$ cat src/rtl/assert_macros.svh
// assertion helpers used by the rtl
`ifndef ASSERT_MACROS_SVH
`define ASSERT_MACROS_SVH

// a property that must hold at every clock edge out of reset
`define ASSERT_ALWAYS(label, clk, rst_n, prop, msg) \
  label: assert property (@(posedge clk) disable iff (!rst_n) (prop)) else $error(msg);

// an implication checked at every clock edge out of reset
`define ASSERT_IMPL(label, clk, rst_n, ante, cons, msg) \
  label: assert property (@(posedge clk) disable iff (!rst_n) (ante) |-> (cons)) \
    else $error(msg);

`endif

$ cat src/rtl/fmha_pkg.sv
// ---------------------------------------------------------------------------
// fmha_pkg
// types and constants of the fit mode heap allocator
// ---------------------------------------------------------------------------
`default_nettype none
package fmha_pkg;

  localparam int unsigned MaxBlocksDef    = 64;
  localparam int unsigned HeapAddrBitsDef = 20;
  localparam int unsigned HeaderBytesDef  = 32;

  localparam int unsigned CfgIdxW  = 1;
  localparam int unsigned CfgDataW = HeapAddrBitsDef + 1;

  localparam logic [CfgDataW-1:0] HeapBytesRst = CfgDataW'(1048576);

  localparam logic [CfgIdxW-1:0] CFG_FIT_MODE   = 1'd0;
  localparam logic [CfgIdxW-1:0] CFG_HEAP_BYTES = 1'd1;

  localparam logic [1:0] FIT_FIRST = 2'd0;
  localparam logic [1:0] FIT_BEST  = 2'd1;
  localparam logic [1:0] FIT_WORST = 2'd2;

  localparam logic ACT_ALLOC = 1'b0;
  localparam logic ACT_FREE  = 1'b1;

  localparam logic [2:0] ST_OK       = 3'd0;
  localparam logic [2:0] ST_EXCEEDS  = 3'd1;
  localparam logic [2:0] ST_NO_HOLE  = 3'd2;
  localparam logic [2:0] ST_NOT_LIVE = 3'd3;
  localparam logic [2:0] ST_FULL     = 3'd4;

  typedef struct packed {
    logic                       action;
    logic [HeapAddrBitsDef:0]   request_bytes;
    logic [HeapAddrBitsDef-1:0] free_offset;
  } req_t;

  typedef struct packed {
    logic [2:0]                 status;
    logic [HeapAddrBitsDef-1:0] block_offset;
    logic [HeapAddrBitsDef:0]   granted_bytes;
  } rsp_t;

  typedef enum logic [2:0] {
    S_IDLE,
    S_READ,
    S_EVAL,
    S_LINK,
    S_LINK_PREV,
    S_DONE
  } state_e;

endpackage
`default_nettype wire

$ cat src/rtl/fit_mode_heap_allocator_unit.sv
// ---------------------------------------------------------------------------
// fit_mode_heap_allocator_unit
// heap allocator over an address-ordered table of occupied blocks
// ---------------------------------------------------------------------------
// usage:
//   a request beat is taken when start_i is high and busy_o is low; it either
//   allocates request_bytes (plus one header) or frees the block whose header
//   sits at free_offset
//   the answer is shown on rsp_o for one cycle with done_o high; the receiver
//   cannot hold it off, so nothing ever stalls on the result side
//   the occupied blocks live in one table memory (start, payload, next) with
//   a registered read; the walk reads the first entry at the accepting edge,
//   then each further entry in a read state followed by an evaluate state
//   an early error goes straight to done; an allocate walks the list, then writes
//   the new entry and, if it has a left neighbour, that entry too; a free walks
//   to the matching entry and unlinks it; busy_o drops in the cycle after done
//   all table writes finish before done, so the next walk reads fresh data
//   config writes (cfg_we_i, cfg_idx_i, cfg_data_i) land at once; the user
//   makes them only while idle, the block does not enforce it
//   reset clears the live bits, head pointer, state and config registers; table
//   contents are undefined until written, so no clearing pass is needed
//   a free-slot search runs as a priority encode over the live flip-flops
// ---------------------------------------------------------------------------
`default_nettype none
`include "assert_macros.svh"
module fit_mode_heap_allocator_unit #(
  parameter int unsigned MAX_BLOCKS     = fmha_pkg::MaxBlocksDef,
  parameter int unsigned HEADER_BYTES   = fmha_pkg::HeaderBytesDef
) (
  input  wire logic                          clk_i,
  input  wire logic                          rst_ni,
  input  wire logic                          start_i,
  output logic                               busy_o,
  input  wire fmha_pkg::req_t                req_i,
  output logic                               done_o,
  output fmha_pkg::rsp_t                     rsp_o,
  input  wire logic                          cfg_we_i,
  input  wire logic [fmha_pkg::CfgIdxW-1:0]  cfg_idx_i,
  input  wire logic [fmha_pkg::CfgDataW-1:0] cfg_data_i
);
  import fmha_pkg::*;

  localparam int unsigned IW = $clog2(MAX_BLOCKS);
  localparam int unsigned PW = IW + 1;
  localparam int unsigned AW = HeapAddrBitsDef;
  // sums of starts, headers and payloads stay below this width
  localparam int unsigned SW = AW + 3;
  localparam logic [SW-1:0] HDR = SW'(HEADER_BYTES);
  localparam logic [SW-1:0] CAP = SW'(1) << AW;
  localparam logic [PW-1:0] NONE = PW'(MAX_BLOCKS);

  // table memory, one entry per block
  typedef struct packed {
    logic [AW-1:0] start;
    logic [AW:0]   payload;
    logic [IW-1:0] next;
  } ent_t;
  ent_t mem [MAX_BLOCKS];

  logic             mem_we;
  logic [IW-1:0]    mem_waddr;
  ent_t             mem_wdata;
  logic [IW-1:0]    mem_raddr;
  ent_t             mem_rdata;

  always_ff @(posedge clk_i) begin
    if (mem_we) begin
      mem[mem_waddr] <= mem_wdata;
    end
    mem_rdata <= mem[mem_raddr];
  end

  // control and config registers
  state_e            state_q, state_d;
  logic [1:0]        mode_q;
  logic [AW:0]       heap_q;
  logic [MAX_BLOCKS-1:0] live_q, live_d;
  logic [PW-1:0]     head_q, head_d;
  req_t              req_q, req_d;
  logic [PW-1:0]     cur_q, cur_d, prev_q, prev_d;
  logic [SW-1:0]     hstart_q, hstart_d;
  logic              found_q, found_d;
  logic [SW-1:0]     bsize_q, bsize_d, bstart_q, bstart_d;
  logic [PW-1:0]     bprev_q, bprev_d;
  logic [PW-1:0]     slot_q, slot_d;
  rsp_t              rsp_q, rsp_d;
  // matched free block, entry of the previous list node, entry left of the pick
  ent_t              hit_q, hit_d;
  ent_t              pent_q, pent_d;
  ent_t              bent_q, bent_d;

  always_ff @(posedge clk_i or negedge rst_ni) begin
    if (!rst_ni) begin
      state_q <= S_IDLE;
      mode_q  <= FIT_FIRST;
      heap_q  <= HeapBytesRst;
      live_q  <= '0;
      head_q  <= NONE;
    end else begin
      state_q <= state_d;
      live_q  <= live_d;
      head_q  <= head_d;
      if (cfg_we_i) begin
        unique case (cfg_idx_i)
          CFG_FIT_MODE:   mode_q <= cfg_data_i[1:0];
          CFG_HEAP_BYTES: heap_q <= cfg_data_i;
          default: ;
        endcase
      end
    end
  end

  always_ff @(posedge clk_i) begin
    req_q    <= req_d;
    cur_q    <= cur_d;
    prev_q   <= prev_d;
    hstart_q <= hstart_d;
    found_q  <= found_d;
    bsize_q  <= bsize_d;
    bstart_q <= bstart_d;
    bprev_q  <= bprev_d;
    slot_q   <= slot_d;
    rsp_q    <= rsp_d;
    hit_q    <= hit_d;
    pent_q   <= pent_d;
    bent_q   <= bent_d;
  end

  // heap limit clamp
  logic [SW-1:0] heap_lim;
  assign heap_lim = (SW'(heap_q) > CAP) ? CAP : SW'(heap_q);

  // lowest free slot
  logic [PW-1:0] free_slot;
  always_comb begin
    free_slot = NONE;
    for (int i = MAX_BLOCKS - 1; i >= 0; i--) begin
      if (!live_q[i]) free_slot = PW'(i);
    end
  end

  logic [SW-1:0] total;
  assign total = SW'(req_q.request_bytes) + HDR;

  // successors of the entry just read, of the freed block, of the pick's left side
  logic [PW-1:0] succ, hsucc, bsucc;
  assign succ  = (PW'(mem_rdata.next) == cur_q) ? NONE : PW'(mem_rdata.next);
  assign hsucc = (PW'(hit_q.next) == cur_q) ? NONE : PW'(hit_q.next);
  assign bsucc = (PW'(bent_q.next) == bprev_q) ? NONE : PW'(bent_q.next);

  // hole ending at cur (or at the heap end)
  logic [SW-1:0] hend, hsize, rd_end;
  logic          fits, take, stop;
  assign rd_end = SW'(mem_rdata.start) + HDR + SW'(mem_rdata.payload);

  always_comb begin
    hend  = (cur_q == NONE) ? heap_lim : SW'(mem_rdata.start);
    hsize = (hend > hstart_q) ? hend - hstart_q : '0;
    fits  = hsize >= total;
    take  = 1'b0;
    stop  = 1'b0;
    if (fits) begin
      unique case (mode_q)
        FIT_BEST:  take = !found_q || hsize < bsize_q;
        FIT_WORST: take = !found_q || hsize > bsize_q;
        default:   take = 1'b1;
      endcase
      if (take) begin
        stop = (mode_q != FIT_BEST && mode_q != FIT_WORST) ||
               (mode_q == FIT_BEST && hsize == total);
      end
    end
  end

  // slack smaller than a header goes into the grant
  logic [SW-1:0] gpay;
  assign gpay = (bsize_q - total < HDR) ? bsize_q - HDR : SW'(req_q.request_bytes);

  always_comb begin
    state_d   = state_q;
    live_d    = live_q;
    head_d    = head_q;
    req_d     = req_q;
    cur_d     = cur_q;
    prev_d    = prev_q;
    hstart_d  = hstart_q;
    found_d   = found_q;
    bsize_d   = bsize_q;
    bstart_d  = bstart_q;
    bprev_d   = bprev_q;
    slot_d    = slot_q;
    rsp_d     = rsp_q;
    hit_d     = hit_q;
    pent_d    = pent_q;
    bent_d    = bent_q;
    mem_we    = 1'b0;
    mem_waddr = slot_q[IW-1:0];
    mem_wdata = '0;
    mem_raddr = cur_q[IW-1:0];
    busy_o    = 1'b1;
    done_o    = 1'b0;
    unique case (state_q)
      S_IDLE: begin
        busy_o = 1'b0;
        if (start_i) begin
          req_d    = req_i;
          cur_d    = head_q;
          prev_d   = NONE;
          hstart_d = '0;
          found_d  = 1'b0;
          bsize_d  = '0;
          bstart_d = '0;
          bprev_d  = NONE;
          slot_d   = free_slot;
          rsp_d    = '0;
          mem_raddr = head_q[IW-1:0];
          state_d  = S_EVAL;
          if (req_i.action == ACT_ALLOC) begin
            if (SW'(req_i.request_bytes) + HDR > heap_lim) begin
              rsp_d.status = ST_EXCEEDS;
              state_d = S_DONE;
            end else if (free_slot == NONE) begin
              rsp_d.status = ST_FULL;
              state_d = S_DONE;
            end
          end else if (head_q == NONE) begin
            rsp_d.status = ST_NOT_LIVE;
            state_d = S_DONE;
          end
        end
      end
      S_READ: begin
        // memory address is cur_q; data arrives next cycle
        state_d = S_EVAL;
      end
      S_EVAL: begin
        if (req_q.action == ACT_FREE) begin
          if (mem_rdata.start == req_q.free_offset) begin
            hit_d   = mem_rdata;
            state_d = S_LINK;
          end else if (succ == NONE) begin
            rsp_d.status = ST_NOT_LIVE;
            state_d = S_DONE;
          end else begin
            pent_d  = mem_rdata;
            prev_d  = cur_q;
            cur_d   = succ;
            state_d = S_READ;
          end
        end else begin
          if (take) begin
            found_d  = 1'b1;
            bsize_d  = hsize;
            bstart_d = hstart_q;
            bprev_d  = prev_q;
            bent_d   = pent_q;
          end
          if (stop || cur_q == NONE) begin
            if (found_q || take) begin
              state_d = S_LINK;
            end else begin
              rsp_d.status = ST_NO_HOLE;
              state_d = S_DONE;
            end
          end else begin
            hstart_d = rd_end;
            prev_d   = cur_q;
            pent_d   = mem_rdata;
            cur_d    = succ;
            state_d  = S_READ;
          end
        end
      end
      S_LINK: begin
        state_d = S_DONE;
        if (req_q.action == ACT_FREE) begin
          live_d[cur_q[IW-1:0]] = 1'b0;
          rsp_d.status        = ST_OK;
          rsp_d.block_offset  = req_q.free_offset;
          rsp_d.granted_bytes = hit_q.payload;
          if (prev_q == NONE) begin
            head_d = hsucc;
          end else begin
            // predecessor now points past the freed block, or to itself at the tail
            mem_we    = 1'b1;
            mem_waddr = prev_q[IW-1:0];
            mem_wdata = pent_q;
            mem_wdata.next = (hsucc == NONE) ? prev_q[IW-1:0] : hsucc[IW-1:0];
          end
        end else begin
          live_d[slot_q[IW-1:0]] = 1'b1;
          rsp_d.status        = ST_OK;
          rsp_d.block_offset  = bstart_q[AW-1:0];
          rsp_d.granted_bytes = gpay[AW:0];
          mem_we            = 1'b1;
          mem_waddr         = slot_q[IW-1:0];
          mem_wdata.start   = bstart_q[AW-1:0];
          mem_wdata.payload = gpay[AW:0];
          if (bprev_q == NONE) begin
            mem_wdata.next = (head_q == NONE) ? slot_q[IW-1:0] : head_q[IW-1:0];
            head_d = slot_q;
          end else begin
            mem_wdata.next = (bsucc == NONE) ? slot_q[IW-1:0] : bsucc[IW-1:0];
            state_d = S_LINK_PREV;
          end
        end
      end
      S_LINK_PREV: begin
        // left neighbor of the new block now points at it
        mem_we         = 1'b1;
        mem_waddr      = bprev_q[IW-1:0];
        mem_wdata      = bent_q;
        mem_wdata.next = slot_q[IW-1:0];
        state_d        = S_DONE;
      end
      S_DONE: begin
        done_o  = 1'b1;
        state_d = S_IDLE;
      end
      default: state_d = S_IDLE;
    endcase
  end

  assign rsp_o = rsp_q;

  `ASSERT_IMPL(a_done_one, clk_i, rst_ni, done_o, !$past(done_o), "done held twice")
  `ASSERT_IMPL(a_busy_idle, clk_i, rst_ni, state_q == S_IDLE, !busy_o, "busy in idle")
  `ASSERT_IMPL(a_head_live, clk_i, rst_ni, head_q != NONE, live_q[head_q[IW-1:0]],
               "list head not live")
  `ASSERT_IMPL(a_err_zero, clk_i, rst_ni, done_o && rsp_o.status != ST_OK,
               rsp_o.block_offset == '0, "error with offset")

endmodule
`default_nettype wire

$ cat config.mk
export PLATFORM = sky130hd
export DESIGN_NAME = fit_mode_heap_allocator_unit
export DESIGN_NICKNAME = d
export VERILOG_FILES = /design/src/rtl/fmha_pkg.sv /design/src/rtl/fit_mode_heap_allocator_unit.sv
export VERILOG_INCLUDE_DIRS = /design/src /design/src/rtl
export SDC_FILE = /design/constraint.sdc
export NUM_CORES = 2
export LEC_CHECK = 0
export BUFFER_PORTS_ARGS = -buffer_cell sky130_fd_sc_hd__buf_4
export CORE_MARGIN = 2
export CORE_UTILIZATION = 55
export CTS_BUF_LIST = sky130_fd_sc_hd__clkbuf_16
export CTS_CLUSTER_DIAMETER = 40
export DETAILED_ROUTE_END_ITERATION = 10
export PLACE_DENSITY = 0.76
export RECOVER_POWER = 50
export SYNTH_ARGS = -nofsm -noshare
export SYNTH_HDL_FRONTEND = slang
export SYNTH_SLANG_ARGS = --single-unit
$ cat constraint.sdc
create_clock -name clk_i -period 16.5 [get_ports clk_i]
set_input_delay 2.475 -clock clk_i [delete_from_list [all_inputs] [get_ports clk_i]]
set_output_delay 2.475 -clock clk_i [all_outputs]
set_load 0.02 [all_outputs]
==> results.md <==
* Worst slew pin tran at approximately 5.4 ns
* TritonRoute pass-1 iters at 9
* Max VDD drop at 0.000269 V
* Largest net degree at the start of global routing at 194
* Vias in the first global route at around 94000
* DR WL/cell at about 27 µm
* Die ar. at roughly 260000 µm²
* Worst setup EP type: flop
* Cell area power density at around 200 nW/µm²
* Most common cell on crit path: clkbuf_1
* Static Leak at about 57 nW
* PostCTS Resize Cnt at 0
* Failing checks: max-capacitance violations, max-slew violations
* GRT Overall Usage at 0.305
* DRC errors left at 0
* Setup bufs post-CTS at 0
* Cell chain of the critical path: nor2b_1 > and2_1 > clkbuf_1 > o21ai_0 > a21boi_0 > nand2_1 > nor2_1 > clkbuf_1
* Vias per inst at between 6 and 7
* Cells after synthesis at between 10000 and 15000
* Synth async-reset ratio at 0.0281
* YS warnings at 0
* Tmin final at about 9.4 ns
* Register area share after synthesis at 0.720
* CTS clk-pin slew, worst paths at 0.06 ns
* Routed vias at slightly below 100k
* Initial antenna violation count at 23
* Port bufs at between 100 and 150
* CP max stage cell: clkbuf_1
* Inst Count DP at between 10000 and 15000
* Mean Syn Cell Area at roughly 13 µm²
* # H-tree levels at 5
* Worst min-delay path class: flop to flop
* Synth cell types at 75
* Die height at slightly above 500 µm
* FF+latch count, synth at roughly 3500
* Hold Buf Count CTS at 0
* Post-route cell area at roughly 160000 µm²
* Post-synth top area share at 0.697
* CTS tree: built
* CP required at 16.99 ns
* CTS buffer count at ~420
* Final setup TNS at 0 ns
* Floorplan core area at around 260000 µm²
* Slew Viols, Final at roughly 3300
* CTS root buffer: clkbuf_16
* Max incr delay on CP at ~2.9 ns
* Final WL at around 410 mm
* Starting Density at 0.554
* TritonCTS Sinks at between 3000 and 4000
* CP Data Arrival Time at around 10 ns
* GPL Wtd Cong at between 0.9 and 1
* RSZ-0062 raised after global routing: no
* Clock Skews at 0.0970 ns
* Top cells by area, synth: edfxtp_1 (70%), nand2_1 (8.5%), a311oi_1 (3.5%), nand3_1 (2.9%), and3_1 (1.8%)
* Final setup fails at 0
* Finished Layout Cells at about 15000
* Post-Syn Area at roughly 140000 µm²
* Gr ovfl total at 0
* # rows at 186
* Die Wd at between 500 and 600 µm
* Dpl cell area at between 100000 and 150000 µm²
* Status: finished with violations
* Worst Setup Start Kind: flop
* Largest area contributor in the netlist: edfxtp_1
* Util after Layout at 0.624
* Final hold vios at 0
* Max clock buf depth at 4
* First-pass GRT wire length at 599 mm
* Top Ports at 114
* Period utilization at 0.568
* Most used DFF post-synth: edfxtp_1
* Crit path max fanout at 39
* Rel. slew slack at -2.58
* Worst-Skew Late Latency at 1.02 ns
* Iter 0 DRT Violations at 14800
* Antenna viol nets, final at 0
* # Max-Cap Violations at just under 80
* Setup CP Type: flop to flop
* EDFF count, synth at about 3300
* DP HPWL at 222 mm
* Max Freq at approximately 110 MHz
* Nets@finish at 11500
* Fraction of layout cells with a size suffix above 1 at 0.0837
* Area grow syn2layout at 12.7%
area by class of cell:
class                           count  area (µm²)
Sequential cell                  3453      103000
Fill cell                       18100       96700
Multi-Input combinational cell   6969       37400
Clock buffer                      422       10600
Tap cell                         3384        4230
Clock inverter                    335        3200
Timing Repair Buffer              337        2230
Inverter                          100         375
Antenna cell                       11        27.5
cells by family (layout without fill, tap and decap cells):
logic type	count (synthesis)	after routing	share of synthesized area
AO/OA/AOI/OAI	1737	1737	0.0843
XOR/XNOR	119	119	0.00731
adder cells (fa/ha/maj)	155	155	0.0137
buffers and inverters	838	1194	0.0224
flip-flops	3453	3453	0.720
multiplexers	59	59	0.00437
other	1	14	0.0000263
AND/OR/NAND/NOR	4896	4896	0.147
cells in the final DEF (no fill, tap or decap), types with 168 or more instances in the layout:
cell,n
nand3_1,820
a21oi_1,365
buf_4,168
nor2_1,196
a311oi_1,568
and3_1,418
edfxtp_1,3309
clkbuf_16,422
a31oi_1,203
nand2_1,3213
o21ai_0,215
power by group:
part	switching (W)	total [W]	internal [W]	leakage, nW
sequential	0.000548	0.0114	0.0109	31.9
clock	0.00364	0.00904	0.00540	6.75
combinational	0.00839	0.0117	0.00328	18.2
total	0.0126	0.0322	0.0196	56.9
critical path: cells and delay by family (launching register included):
| family | cells | cell delay [ns] |
|---|---|---|
| AOI/OAI and AO/OA | 2 | 2.03 |
| DFF | 1 | 0.56 |
| buffers and inverters | 2 | 4.24 |
| and+or+nand+nor | 4 | 1.93 |
worst paths after layout:
path | slack (ns) | endpoint | start | cells after the start
worst min-delay path | 0.42 | bent_q[3] | pent_q[3] | 0
worst max-delay path | 7.13 | mem[48][18] | state_q[1] | 8
max in group asynchronous | 10.11 | state_q[1] | rst_ni | 2
worst min register to register | 0.42 | bent_q[3] | pent_q[3] | 0
min in group asynchronous | 1.69 | heap_q[3] | rst_ni | 1
worst max register to register | 7.13 | mem[48][18] | state_q[1] | 8
metrics by stage:
step / power [W] / setup slack (ns) / hold slack [ns]
2_1_floorplan: 0.0190 / 6.89 / 0.400
6_report: 0.0322 / 7.13 / 0.419
3_3_place_gp: 0.0226 / 8.48 / 0.404
5_1_grt: 0.0334 / 6.80 / 0.434
3_5_place_dp: 0.0229 / 8.48 / 0.405
4_1_cts: 0.0319 / 8.47 / 0.420
Yosys cell counts, drive strengths merged (36+ instances only):
master / n
nand2: 3217
inv: 99
a211oi: 161
nand3: 820
dfrtp: 95
nor2b: 41
nor3: 37
and2: 39
ha: 153
nor2: 209
o21ai: 263
edfxtp: 3309
xor2: 55
dfxtp: 47
buf: 64
xnor2: 64
a311oi: 568
a21o: 51
a31oi: 204
nand4: 36
clkbuf: 674
and3: 418
a21oi: 366
sequential cells by signal (all words and copies together) (netlist names), 7 cells and up:
| signal | cells |
|---|---|
| mem | 3008 |
| hit_q | 27 |
| bent_q | 47 |
| cur_q | 7 |
| slot_q | 7 |
| bprev_q | 7 |
| pent_q | 47 |
| bsize_q | 23 |
| live_q | 64 |
| heap_q | 21 |
| head_q | 7 |
| mem_rdata | 47 |
| prev_q | 7 |
| bstart_q | 20 |
| hstart_q | 22 |
| rsp_o | 44 |
| req_q | 42 |
metal layers:
metal / part of all wire / routed length [µm] / track usage
met5: 0.00013 / 55 / 0
met4: 0.053 / 21800 / 0.144
met3: 0.13 / 53800 / 0.0694
met2: 0.46 / 188000 / 0.475
met1: 0.36 / 148000 / 0.410
Power figures use the tool's default switching activity.
